### config.mk
export PLATFORM = sky130hd
export DESIGN_NAME = ipv4_cidr_text_parser_top
export DESIGN_NICKNAME = d
export VERILOG_FILES = /design/src/design/icp_pkg.sv /design/src/design/icp_result.sv /design/src/design/ipv4_cidr_text_parser_top.sv
export SDC_FILE = /design/constraint.sdc
export NUM_CORES = 1
export LEC_CHECK = 0
export ABC_AREA = 1
export BUFFER_PORTS_ARGS = -buffer_cell sky130_fd_sc_hd__buf_2
export CORE_MARGIN = 1.5
export CORE_UTILIZATION = 54
export CTS_CLUSTER_SIZE = 30
export DETAILED_ROUTE_END_ITERATION = 10
export PLACE_DENSITY = 0.83
export RECOVER_POWER = 100
export SYNTH_ARGS = -nofsm -noshare
export SYNTH_HDL_FRONTEND = slang
export SYNTH_HIERARCHICAL = 1
export SYNTH_SLANG_ARGS = --single-unit
### constraint.sdc
create_clock -name clk -period 3.9 [get_ports clk]
set_input_delay 1.17 -clock clk [delete_from_list [all_inputs] [get_ports clk]]
set_output_delay 1.17 -clock clk [all_outputs]
set_load 0.02 [all_outputs]
### src/design/icp_pkg.sv
// Shared types and constants for the IPv4 dotted-quad/CIDR text parser.
// No dependencies; imported by icp_result and ipv4_cidr_text_parser_top.
package icp_pkg;

  localparam logic [7:0] CH_DOT   = 8'h2E;
  localparam logic [7:0] CH_SLASH = 8'h2F;
  localparam logic [7:0] CH_ZERO  = 8'h30;
  localparam logic [7:0] CH_NINE  = 8'h39;

  localparam logic [8:0] OCTET_SAT  = 9'd511;
  localparam logic [5:0] PREFIX_SAT = 6'd63;
  localparam logic [8:0] OCTET_MAX  = 9'd255;
  localparam logic [5:0] PREFIX_MAX = 6'd32;
  localparam logic [5:0] ADDR_BITS  = 6'd32;

  localparam logic [2:0] FIELD_OCTET3 = 3'd3;
  localparam logic [2:0] FIELD_PREFIX = 3'd4;

  localparam logic OP_GATEWAY = 1'b0;
  localparam logic OP_ADDRESS = 1'b1;

  typedef struct packed {
    logic [3:0][8:0] octet;
    logic [5:0]      prefix;
    logic [2:0]      field;
    logic            failed;
  } icp_state_t;

  typedef struct packed {
    logic        ok;
    logic [31:0] address;
    logic [31:0] netmask;
    logic [31:0] broadcast;
  } icp_result_t;

  // acc * 10 + digit on a 9-bit accumulator, widened so nothing is lost
  function automatic logic [12:0] mul10_add(input logic [8:0] acc, input logic [3:0] d);
    mul10_add = {1'b0, acc, 3'b000} + {3'b000, acc, 1'b0} + {9'd0, d};
  endfunction

endpackage

### src/design/icp_result.sv
// Final validation and address/netmask/broadcast formation for one string.
// Depends on icp_pkg.
module icp_result (
  input  logic             op,
  input  icp_pkg::icp_state_t st,
  output icp_pkg::icp_result_t res
);
  import icp_pkg::*;

  logic        ok;
  logic [31:0] addr;
  logic [31:0] mask;
  logic [5:0]  shamt;

  always_comb begin
    ok = !st.failed;
    if (st.field != ((op == OP_ADDRESS) ? FIELD_PREFIX : FIELD_OCTET3)) begin
      ok = 1'b0;
    end
    for (int i = 0; i < 4; i++) begin
      if (st.octet[i] > OCTET_MAX) begin
        ok = 1'b0;
      end
    end
    if (op == OP_ADDRESS && (st.prefix == '0 || st.prefix > PREFIX_MAX)) begin
      ok = 1'b0;
    end

    addr  = {st.octet[0][7:0], st.octet[1][7:0], st.octet[2][7:0], st.octet[3][7:0]};
    shamt = ADDR_BITS - st.prefix;
    mask  = 32'hFFFF_FFFF << shamt;

    res.ok        = ok;
    res.address   = ok ? addr : '0;
    res.netmask   = (ok && op == OP_ADDRESS) ? mask : '0;
    res.broadcast = (ok && op == OP_ADDRESS) ? (addr | ~mask) : '0;
  end

endmodule

### src/design/ipv4_cidr_text_parser_top.sv
// Top level of the IPv4 dotted-quad/CIDR text parser.
// Depends on icp_pkg and icp_result.
//
// Takes one ASCII character per item and returns one result item per string,
// on the character marked with in_tlast. Each character passes through an
// input register, then combinational parse and validation logic into the
// result register, which drives the output. One character is accepted
// every cycle; the input stalls only
// when a finished result is still held in the result register and the next
// string end arrives. in_tuser selects the form: 0 = x.x.x.x, 1 = x.x.x.x/yy.
module ipv4_cidr_text_parser_top (
  input  logic        clk,
  input  logic        rst_n,
  input  logic        in_tvalid,
  output logic        in_tready,
  input  logic [7:0]  in_tdata,   // [7:0] ch
  input  logic        in_tuser,   // [0] op
  input  logic        in_tlast,
  output logic        out_tvalid,
  input  logic        out_tready,
  output logic [95:0] out_tdata,  // [31:0] address, [63:32] netmask, [95:64] broadcast
  output logic        out_tuser   // [0] ok
);
  import icp_pkg::*;

  logic        in_valid_r, in_valid_nxt;
  logic        in_op_r;
  logic [7:0]  in_ch_r;
  logic        in_last_r;
  icp_state_t  state_r, state_nxt, st_step;
  logic        out_valid_r, out_valid_nxt;
  icp_result_t out_res_r, res;
  logic        proc_go;
  logic [3:0]  digit;
  logic [12:0] oct_wide [4];
  logic [12:0] pre_wide;

  assign proc_go   = in_valid_r && (!in_last_r || !out_valid_r || out_tready);
  assign in_tready = !in_valid_r || proc_go;
  assign in_valid_nxt = (in_valid_r && !proc_go) || (in_tvalid && in_tready);
  assign out_valid_nxt = (out_valid_r && !out_tready) || (proc_go && in_last_r);

  always_comb begin
    st_step  = state_r;
    digit    = 4'(in_ch_r - CH_ZERO);
    pre_wide = mul10_add({3'b000, state_r.prefix}, digit);
    for (int i = 0; i < 4; i++) begin
      oct_wide[i] = mul10_add(state_r.octet[i], digit);
    end
    if (!state_r.failed) begin
      if (in_ch_r == CH_DOT && state_r.field < FIELD_OCTET3) begin
        st_step.field = state_r.field + 3'd1;
      end else if (in_ch_r == CH_SLASH && in_op_r == OP_ADDRESS &&
                   state_r.field == FIELD_OCTET3) begin
        st_step.field = FIELD_PREFIX;
      end else if (in_ch_r >= CH_ZERO && in_ch_r <= CH_NINE) begin
        if (state_r.field < FIELD_PREFIX) begin
          for (int i = 0; i < 4; i++) begin
            if (state_r.field[1:0] == 2'(i)) begin
              st_step.octet[i] = (oct_wide[i] > 13'(OCTET_SAT)) ? OCTET_SAT
                                                              : oct_wide[i][8:0];
            end
          end
        end else begin
          st_step.prefix = (pre_wide > 13'(PREFIX_SAT)) ? PREFIX_SAT : pre_wide[5:0];
        end
      end else begin
        st_step.failed = 1'b1;
      end
    end
    state_nxt = state_r;
    if (proc_go) begin
      state_nxt = in_last_r ? '0 : st_step;
    end
  end

  icp_result u_result (
    .op  (in_op_r),
    .st  (st_step),
    .res (res)
  );

  always_ff @(posedge clk) begin
    if (!rst_n) begin
      in_valid_r  <= 1'b0;
      out_valid_r <= 1'b0;
      state_r     <= '0;
    end else begin
      in_valid_r  <= in_valid_nxt;
      out_valid_r <= out_valid_nxt;
      state_r     <= state_nxt;
    end
  end

  always_ff @(posedge clk) begin
    if (in_tvalid && in_tready) begin
      in_op_r   <= in_tuser;
      in_ch_r   <= in_tdata;
      in_last_r <= in_tlast;
    end
    if (proc_go && in_last_r) begin
      out_res_r <= res;
    end
  end

  assign out_tvalid = out_valid_r;
  assign out_tuser  = out_res_r.ok;
  assign out_tdata  = {out_res_r.broadcast, out_res_r.netmask, out_res_r.address};

`ifndef NO_ASSERTIONS
  a_clear_after_last: assert property (@(posedge clk) disable iff (!rst_n)
    proc_go && in_last_r |=> state_r == '0)
    else $error("parser state not cleared after string end");

  a_fail_sticky: assert property (@(posedge clk) disable iff (!rst_n)
    state_r.failed && proc_go && !in_last_r |=> state_r.failed)
    else $error("failure flag dropped mid-string");

  a_fail_zero: assert property (@(posedge clk) disable iff (!rst_n)
    out_tvalid && !out_tuser |-> out_tdata == '0)
    else $error("failed result carries nonzero data");

  a_bcast: assert property (@(posedge clk) disable iff (!rst_n)
    out_tvalid && out_tuser && out_res_r.netmask != '0 |->
      out_res_r.broadcast == (out_res_r.address | ~out_res_r.netmask))
    else $error("broadcast inconsistent with address and netmask");
`endif

endmodule
**Word-level counts from Yosys, hierarchy flattened**

Index checks and enable logic that the tools add are counted.
W data, S select, Z words.

- Add/subtract/negate cells: 13
- Order comparisons: 14
- Equality and inequality tests: 7
- Shifts and indexed selects: 1
- Muxes and demuxes: 28
- Bitwise logic cells: 2
- Reduce and logical (&&, ||, !) cells: 25

Operators by type and width:

| cell | number |
|---|---|
| $mux W42 | 3 |
| $mux W46 | 2 |
| $mux W9 | 8 |
| $add A12 B10 Y13 | 4 |
| $add A13 B4 Y13 | 4 |
| $gt A13 B9 Y1 const B | 4 |
| $gt A9 B8 Y1 const B | 4 |
| $mux W36 | 1 |
| $not A32 Y32 | 1 |
| $or A32 B32 Y32 | 1 |
| $shl A32 B6 Y32 const A | 1 |
| $eq A8 B6 Y1 const B | 2 |
| $mux W6 | 2 |
| $add A10 B4 Y11 | 1 |
| $gt A11 B6 Y1 const B | 1 |
| $logic_and A1 B1 Y1 | 11 |
| $add A9 B7 Y10 | 1 |
| $mux W1 | 9 |
| $mux W3 | 3 |
| $ge A8 B6 Y1 const B | 1 |
| $le A8 B6 Y1 const B | 1 |
| $gt A6 B6 Y1 const B | 1 |
| $logic_not A1 Y1 | 6 |
| $logic_not A6 Y1 | 1 |
| other kinds (11) | 17 |

- Flip-flop bits (word level): 155
- Input bits: 14
- Output and inout port bits: 99

**Longest topological paths before layout**

Gate-level depths: netlist (run 1).

- Depth in word-level cells: 18
- Depth in mapped cells: 22
- Gate-level depth less buffers: 21

**Cells and area by module**

The synthesis (run 1) kept the hierarchy.

By module, submodules not included:

| module | times used | cells an instance | area each (um^2) | seq. area each (um^2) |
|---|---|---|---|---|
| ipv4_cidr_text_parser_top | 1 | 1,017 | 9,101.2 | 4,174.0 |
| icp_result | 1 | 340 | 1,446.4 | 0.0 |

**Worst setup path before layout (run 1)**

No wires, ideal clock.

- Path type: reg-to-reg
- From: register in_ch_r[3]
- To: register out_res_r (netlist bit out_tdata[65]) (data pin)
- Setup time: 249 ps
- Data arrival time: 3,680 ps
- Path slack: -29 ps
- Stages on the path, launching flop included: 20
- Path buffers: 0
- Period minus slack after synthesis: 3,929 ps
- Cells stage by stage: edfxtp_1 fa_1 inv_1 fa_1 or2_2 o31ai_2 nand3_1 nand2_1 inv_1 inv_1 ha_1 inv_1 ha_1 nand2_1 inv_1 nand2_1 nor2_1 nand3_1 nand2_1 inv_1

RTL lines:

| element | RTL line | RTL |
|---|---|---|
| start: declaration | ipv4_cidr_text_parser_top.sv:28 | `logic [7:0] in_ch_r;` |
| start signal: assignment | ipv4_cidr_text_parser_top.sv:98 | `in_ch_r <= in_tdata;` |
| end signal: assignment | ipv4_cidr_text_parser_top.sv:102 | `out_res_r <= res;` |
| end: declaration | ipv4_cidr_text_parser_top.sv:32 | `icp_result_t out_res_r, res;` |

==> flow_summary.json, run 1 <==
{
  "cpPeakStageDelay_ns": 0.52,
  "worst_pin_slew_ns": 2.41,
  "first_pass_iters": 6,
  "vias": 9755,
  "synth_nets": 1469,
  "synth_top_area_share_pct": 30.5,
  "final_area_sq_um": 12300,
  "grt_pass1_vias": 9120,
  "path_cells": "fa_1 -> inv_1 -> fa_2 -> or2_4 -> o31ai_4 -> buf_4 -> nand3b_1 -> nand2_1 -> inv_1 -> nor2_2 -> nand3_1 -> nand2_1 -> nand3_1 -> nand2_2 -> nand3_4 -> clkbuf_16 -> nor2_1",
  "grtUsageTotal_pct": 27.4,
  "layout_setup_ws_ns": 0.0503,
  "finClkSkew_ns": 0.0180,
  "pre_cts_ws_ns": -0.0465,
  "ioPinCount": 113,
  "grt_pass1_wl_um": 43900,
  "end_kind": "flip-flop",
  "wl_per_cell_um": 16.3,
  "cp_slowest_cell": "fa_1",
  "synth_common_cells": "nand2_1 (327), inv_1 (187), nor2_1 (170)",
  "area_growth_pct": 16.8,
  "wl_um": 28900,
  "rows": 50,
  "fin_nets": 1605,
  "globalplace.congestion": 0.932,
  "fmax_ghz": 0.260,
  "cp.buffers_inverters": 4,
  "max-clock-path-buffers": 2,
  "period_needed_ns": 3.85,
  "numClockSinks": 155,
  "grt.overflow.total": 0,
  "numCtsBuffers": 17,
  "die_w_um": 143,
  "clk_latency_ns": 0.44,
  "ys_seq_area_share_pct": 39.6,
  "netlist_top_cells_area": "edfxtp_1 (30%), nand2_1 (12%), ha_1 (10%), dfxtp_1 (9.1%), inv_1 (6.7%)",
  "yosys_warnings": 6,
  "violations": "capacitance limit, slew limit",
  "die_area_sq_um": 20400,
  "drc": 0,
  "start_util_pct": 55.6,
  "die_h_um": 143,
  "synth_ff_type": "edfxtp_1",
  "start_kind": "flip-flop",
  "synthArstFlopShare_pct": 0,
  "cp_max_fo": 5,
  "avgSynthCellArea_sq_um": 7.77,
  "hold_path_depth": 2,
  "cp_data_arrival_time_ns": 4.10,
  "hold_viol_final": 0,
  "irDropWorstVdd_mv": 0.306,
  "path_depth": 17,
  "min_period_over_period_pct": 98.7,
  "slew_viol_final": 47,
  "cts.htree.levels": 4,
  "slew_headroom_pct": -60.6,
  "clkTransAtPathRegs_ns": 0.07,
  "power.density_nw_per_um2": 292,
  "p_leak_nw": 5.66,
  "ys_ff_latch": 155,
  "nFillCells": 1553,
  "grt_antenna_before_repair": 3,
  "synth_edf_count": 107,
  "syn_area_sq_um": 10500,
  "synth.most_common_cell": "nand2_1",
  "hpwlAfterDp_um": 20000,
  "portBuffers": 112,
  "maxCapViolations": 2,
  "yosysTopAreaCell": "edfxtp_1",
  "outcome": "finished with violations",
  "grt_setup_unrepaired": "yes",
  "synth.distinct_cells": 43,
  "worstHoldPathType": "flip-flop to flip-flop",
  "drt_iter0_markers": 828,
  "root_buffer": "clkbuf_16",
  "drive_gt1_share_pct": 13.0,
  "fin_total_pwr_mw": 3.60,
  "cp_top_family": "simple AND/OR/NAND/NOR gates",
  "fin_setup_tns_ns": 0,
  "ff_latch_area_sq_um": 4170,
  "grt_max_degree": 76,
  "synth_cells": 1357,
  "final_util_pct": 65.0,
  "r2r.worst_path.cells": 17,
  "place_area_sq_um": 11500,
  "viasPerCell": 5.52,
  "ant_nets": 0,
  "cts_tree": "yes",
  "multi_input_area_sq_um": 5590,
  "worstPathRequired_ns": 4.15,
  "finalSetupViolations": 0,
  "core_sq_um": 19000,
  "critical_path_class": "flip-flop to flip-flop"
}
registers in the layout, summed over array words and instances, names as in the netlist:
register and flops:
in_op_r 1, out_tvalid 1, in_valid_r 1, in_ch_r 8, state_r 46, in_last_r 1, out_tdata 96, out_tuser 1
power by group:
group	switching (mW)	leakage (nW)	internal, mW
registers	0.0136	1.47	1.77
logic	0.111	3.90	0.0373
clock network	0.804	0.287	0.862
cells in the final DEF (no fill, tap or decap), types with 4 or more instances in the layout:
master / instances
nand2_1: 322
inv_1: 184
nor2_1: 162
nand3_1: 126
edfxtp_1: 107
clkbuf_1: 100
ha_1: 86
a21oi_1: 79
dfxtp_1: 48
buf_4: 29
or2_2: 27
clkbuf_16: 21
nand3b_1: 16
nand3_2: 15
nor2_2: 14
buf_2: 13
and2_1: 12
nand2_2: 10
nor3_1: 10
inv_2: 9
nor2_4: 9
nand4_1: 8
xnor2_1: 8
xor2_1: 7
fa_1: 7
o21ai_1: 6
o21ai_0: 5
inv_8: 5
buf_12: 5
nand3_4: 4
a31oi_1: 4
inv_6: 4
metrics by stage:
stage	instances	hold slack [ns]
finish	1767	0.491
global route	1767	0.540
CTS	1756	0.493
detailed placement	1719	0.488
global placement	1719	0.484
floorplan	1357	0.463
cell families (layout without fill, tap and decap cells):
logic type / count (synthesis) / after routing / share of synthesized area, %
flip-flops: 155 / 155 / 39.6
buffers and inverters: 237 / 385 / 9.02
AO/OA/AOI/OAI: 109 / 109 / 5.72
adder cells (fa/ha/maj): 98 / 98 / 12.3
other: 0 / 1 / 0
XOR/XNOR: 15 / 15 / 1.25
AND/OR/NAND/NOR: 743 / 744 / 32.1
cell type report:
cell class              count  area share (%)
inverters                 200            6.16
diodes                      1          0.0203
flip-flops and latches    155            33.9
clock buffers              17            3.45
repair buffers            153            7.15
multi-input cells         966            45.3
clock inverters            15            1.34
well taps                 260            2.64
worst reg2reg max path, delay by kind of cell, from the launching register on:
kind / cells / cell delay [ns]
simple gates: 10 / 1.44
fa+ha+maj: 2 / 0.92
buf+inv: 4 / 0.58
flops: 1 / 0.42
compound gates: 1 / 0.30
path summary, 6_finish.rpt:
| path | to | startpoint | slack (ns) |
|---|---|---|---|
| worst max-delay path | out_tdata[40]$_DFFE_PP_ | in_ch_r[3]$_DFFE_PP_ | 0.05 |
| worst min-delay path | state_r[37]$_SDFFE_PN0P_ | state_r[37]$_SDFFE_PN0P_ | 0.49 |
| worst max register to register | out_tdata[40]$_DFFE_PP_ | in_ch_r[3]$_DFFE_PP_ | 0.05 |
| worst min register to register | state_r[37]$_SDFFE_PN0P_ | state_r[37]$_SDFFE_PN0P_ | 0.49 |
timing repair:
item | in CTS | in global routing
cloned | 0 | 6
pin swaps | 1 | 4
resized for setup | 4 | 37
buffers inserted | 5 | 4
hold buffers | 0 | 0
endpoints found under the setup margin | 12 | 97
per-layer routing:
layer / up-vias / track usage [%] / share of wire (%) / routed length (um)
met5: - / 0 / 0 / 0
met4: 0 / 10.7 / 3.0 / 869
li1: 4675 / - / - / -
met3: 81 / 6.10 / 8.7 / 2500
met2: 521 / 46.0 / 48 / 13800
met1: 4478 / 34.2 / 40 / 11700
Note: power is estimated with default switching activity, not from simulation.
==> run 2, diff against run 1 <==
--- a/config.mk
+++ b/config.mk
@@ -11,8 +11,9 @@
 export CORE_UTILIZATION = 54
 export CTS_CLUSTER_SIZE = 30
 export DETAILED_ROUTE_END_ITERATION = 10
+export GPL_ROUTABILITY_DRIVEN = 0
 export PLACE_DENSITY = 0.83
-export RECOVER_POWER = 100
+export RECOVER_POWER = 50
 export SYNTH_ARGS = -nofsm -noshare
 export SYNTH_HDL_FRONTEND = slang
 export SYNTH_HIERARCHICAL = 1
==> run 2 against run 1 <==
Against the previous run: the run still ends with capacitance limit, slew limit left; fmax rose by 1.6%; clock skew is 0.0010 ns lower; design area shrank 1.1%; non-clock buffer count shrank 9; utilization fell by 0.71 points; flip-flop and latch count unchanged; clock-buffer cell count did not move; via count down 1.9%; sequential share of layout area rose by 0.38 points; critical path depth increased by 2; cell count is 0.62% lower; clock power about the same; highest routed layer unchanged.
==> flow_summary.json, run 2 (synthesized netlist as in run 1, its figures left out) <==
{
  "swShare_pct": 25.3,
  "wl_um": 27100,
  "max-clock-path-buffers": 2,
  "core_sq_um": 19000,
  "portBuffers": 112,
  "start_kind": "flip-flop",
  "clkPwrFrac_pct": 46.0,
  "r2r_start": "in_ch_r[3]$_DFFE_PP_",
  "largest_reg_flops": 96,
  "irDropWorstVdd_mv": 0.295,
  "ioPinCount": 113,
  "hold_viol_final": 0,
  "numClockSinks": 155,
  "worstPathRequired_ns": 4.09,
  "cp_data_arrival_time_ns": 3.98,
  "violations": "capacitance limit, slew limit",
  "worstHoldPathType": "flip-flop to flip-flop",
  "finalSetupViolations": 0,
  "cp_top_family": "adder cells",
  "grt_max_degree": 53,
  "instances_no_fill": 1756,
  "drc": 0,
  "mostFrequentLayoutCells": "nand2_1 (325), inv_1 (186), nor2_1 (166), nand3_1 (125), edfxtp_1 (107)",
  "hpwlAfterDp_um": 19900,
  "grt.overflow.total": 0,
  "slew_headroom_pct": -54.6,
  "drt_iter0_markers": 802,
  "cp_max_fo": 7,
  "cpPeakStageDelay_ns": 0.58,
  "start_util_pct": 55.6,
  "fmax_ghz": 0.264,
  "die_w_um": 143,
  "viasPerCell": 5.45,
  "fin_nets": 1595,
  "cp.buffers_inverters": 6,
  "nFillCells": 1572,
  "die_area_sq_um": 20400,
  "cp_slowest_cell": "fa_1",
  "min_period_over_period_pct": 97.2,
  "worst_pin_slew_ns": 2.32,
  "postCtsHoldBufs": 0,
  "first_pass_iters": 5,
  "clk_latency_ns": 0.44,
  "r2r.worst_path.cells": 19,
  "sequentialPowerShare_pct": 49.9,
  "slew_viol_final": 99,
  "wl_per_cell_um": 15.4,
  "r2r_setup_slack_ns": 0.11,
  "hold_path_depth": 2,
  "p_sw_uw": 907,
  "end_kind": "flip-flop",
  "area_growth_pct": 15.5,
  "cts_tree": "yes",
  "final_common_cell": "nand2_1",
  "critical_path_class": "flip-flop to flip-flop",
  "root_buffer": "clkbuf_16",
  "p_leak_nw": 5.60,
  "clkTransAtPathRegs_ns": 0.07,
  "fin_total_pwr_mw": 3.58,
  "outcome": "finished with violations",
  "grt_pass1_vias": 8880,
  "drive_gt1_share_pct": 11.8,
  "comb_power_share_pct": 4.1,
  "maxCapViolations": 2,
  "grt_pass1_wl_um": 42500,
  "hold_start": "state_r[37]$_SDFFE_PN0P_",
  "finClkSkew_ns": 0.0170,
  "grtUsageTotal_pct": 26.6,
  "die_h_um": 143,
  "internal-power_mw": 2.67,
  "period_needed_ns": 3.79,
  "vias": 9567,
  "path_cells": "fa_1 -> inv_1 -> fa_2 -> or2_4 -> o31ai_4 -> nand3b_1 -> nand2_1 -> inv_1 -> inv_2 -> ha_2 -> inv_1 -> ha_4 -> nand2_1 -> inv_1 -> nand2_1 -> nor2_2 -> nand3_1 -> nand2_1 -> inv_1",
  "antennaDiodeCount": 0,
  "fin_setup_tns_ns": 0,
  "grt_antenna_before_repair": 1,
  "numCtsBuffers": 17,
  "worstHoldEndpoint": "state_r[37]$_SDFFE_PN0P_",
  "rows": 50,
  "r2r_end": "out_tdata[66]$_DFFE_PP_",
  "cp_common_cell": "inv_1",
  "power.density_nw_per_um2": 294,
  "cts.htree.levels": 4,
  "dp_cells": 1720,
  "ant_nets": 0
}
## run 2: cell count changes in the layout (fill, tap and decap cells not counted), sizes merged
cell      previous run  this run
buf                 49        43
clkbuf             121       118
diode                1         0
clkinvlp             2         0
nand3              145       144
clkinv               8        10
## run 2: power by group through the flow
stage                     sequential [mW]  clock [mW]  combinational, mW
after floorplan                      1.84           0             0.0677
after global placement               1.82           0              0.143
after detailed placement             1.82           0              0.147
after CTS                            1.78        1.67              0.148
after global routing                 1.79        1.73              0.158
final                                1.79        1.65              0.145
## run 2: tightest hold or removal path, stage by stage, from the launching register on
cell and delay, ns:
dfxtp_1 0.33, nand2_1 0.07, a21oi_1 0.05
## run 2: how the worst max path moves through the flow
stage,startpoint,endpoint,slack [ns],cells after the start
2_1_floorplan,in_ch_r[3]$_DFFE_PP_,out_tdata[65]$_DFFE_PP_,0.03,19
3_3_place_gp,in_ch_r[3]$_DFFE_PP_,out_tdata[40]$_DFFE_PP_,0.21,17
3_5_place_dp,in_ch_r[3]$_DFFE_PP_,out_tdata[66]$_DFFE_PP_,-0.01,19
4_1_cts,in_ch_r[3]$_DFFE_PP_,out_tdata[66]$_DFFE_PP_,0.02,19
5_1_grt,in_ch_r[3]$_DFFE_PP_,out_tdata[64]$_DFFE_PP_,-0.08,18
6_report,in_ch_r[3]$_DFFE_PP_,out_tdata[66]$_DFFE_PP_,0.11,19
## run 2: repair_timing
item / CTS / global route
endpoints found under the setup margin: 1 / 96
gates resized for setup: 1 / 27
buffers inserted: 1 / 1
gates cloned: 0 / 2
pin swaps: 0 / 10
## run 2: final cells by class
cell class              count  area (sq um)  area share (%)
clock inverters            15           168            1.38
multi-input cells         965          5540            45.5
repair buffers            144           801            6.57
clock buffers              17           425            3.49
inverters                 200           753            6.18
flip-flops and latches    155          4170            34.3
well taps                 260           325            2.67
## run 2: metal layers
metal | vias up | share of wire, % | global-route usage [%]
li1 | 4655 | - | -
met1 | 4361 | 41 | 34.0
met2 | 460 | 46 | 44.2
met3 | 91 | 8.5 | 4.69
met4 | 0 | 3.9 | 11.8
met5 | - | 0 | 0
## run 2: metrics by stage
step                      setup WS (ns)  hold WS (ns)  instance area [sq um]  util, %
final                             0.111         0.498                  12200     64.3
after global routing            -0.0803         0.519                  12200     64.3
after CTS                        0.0203         0.495                  12100     64.0
after detailed placement        -0.0123         0.483                  11500     60.8
after global placement            0.205         0.477                  11500     60.8
after floorplan                  0.0321         0.463                  10600        -
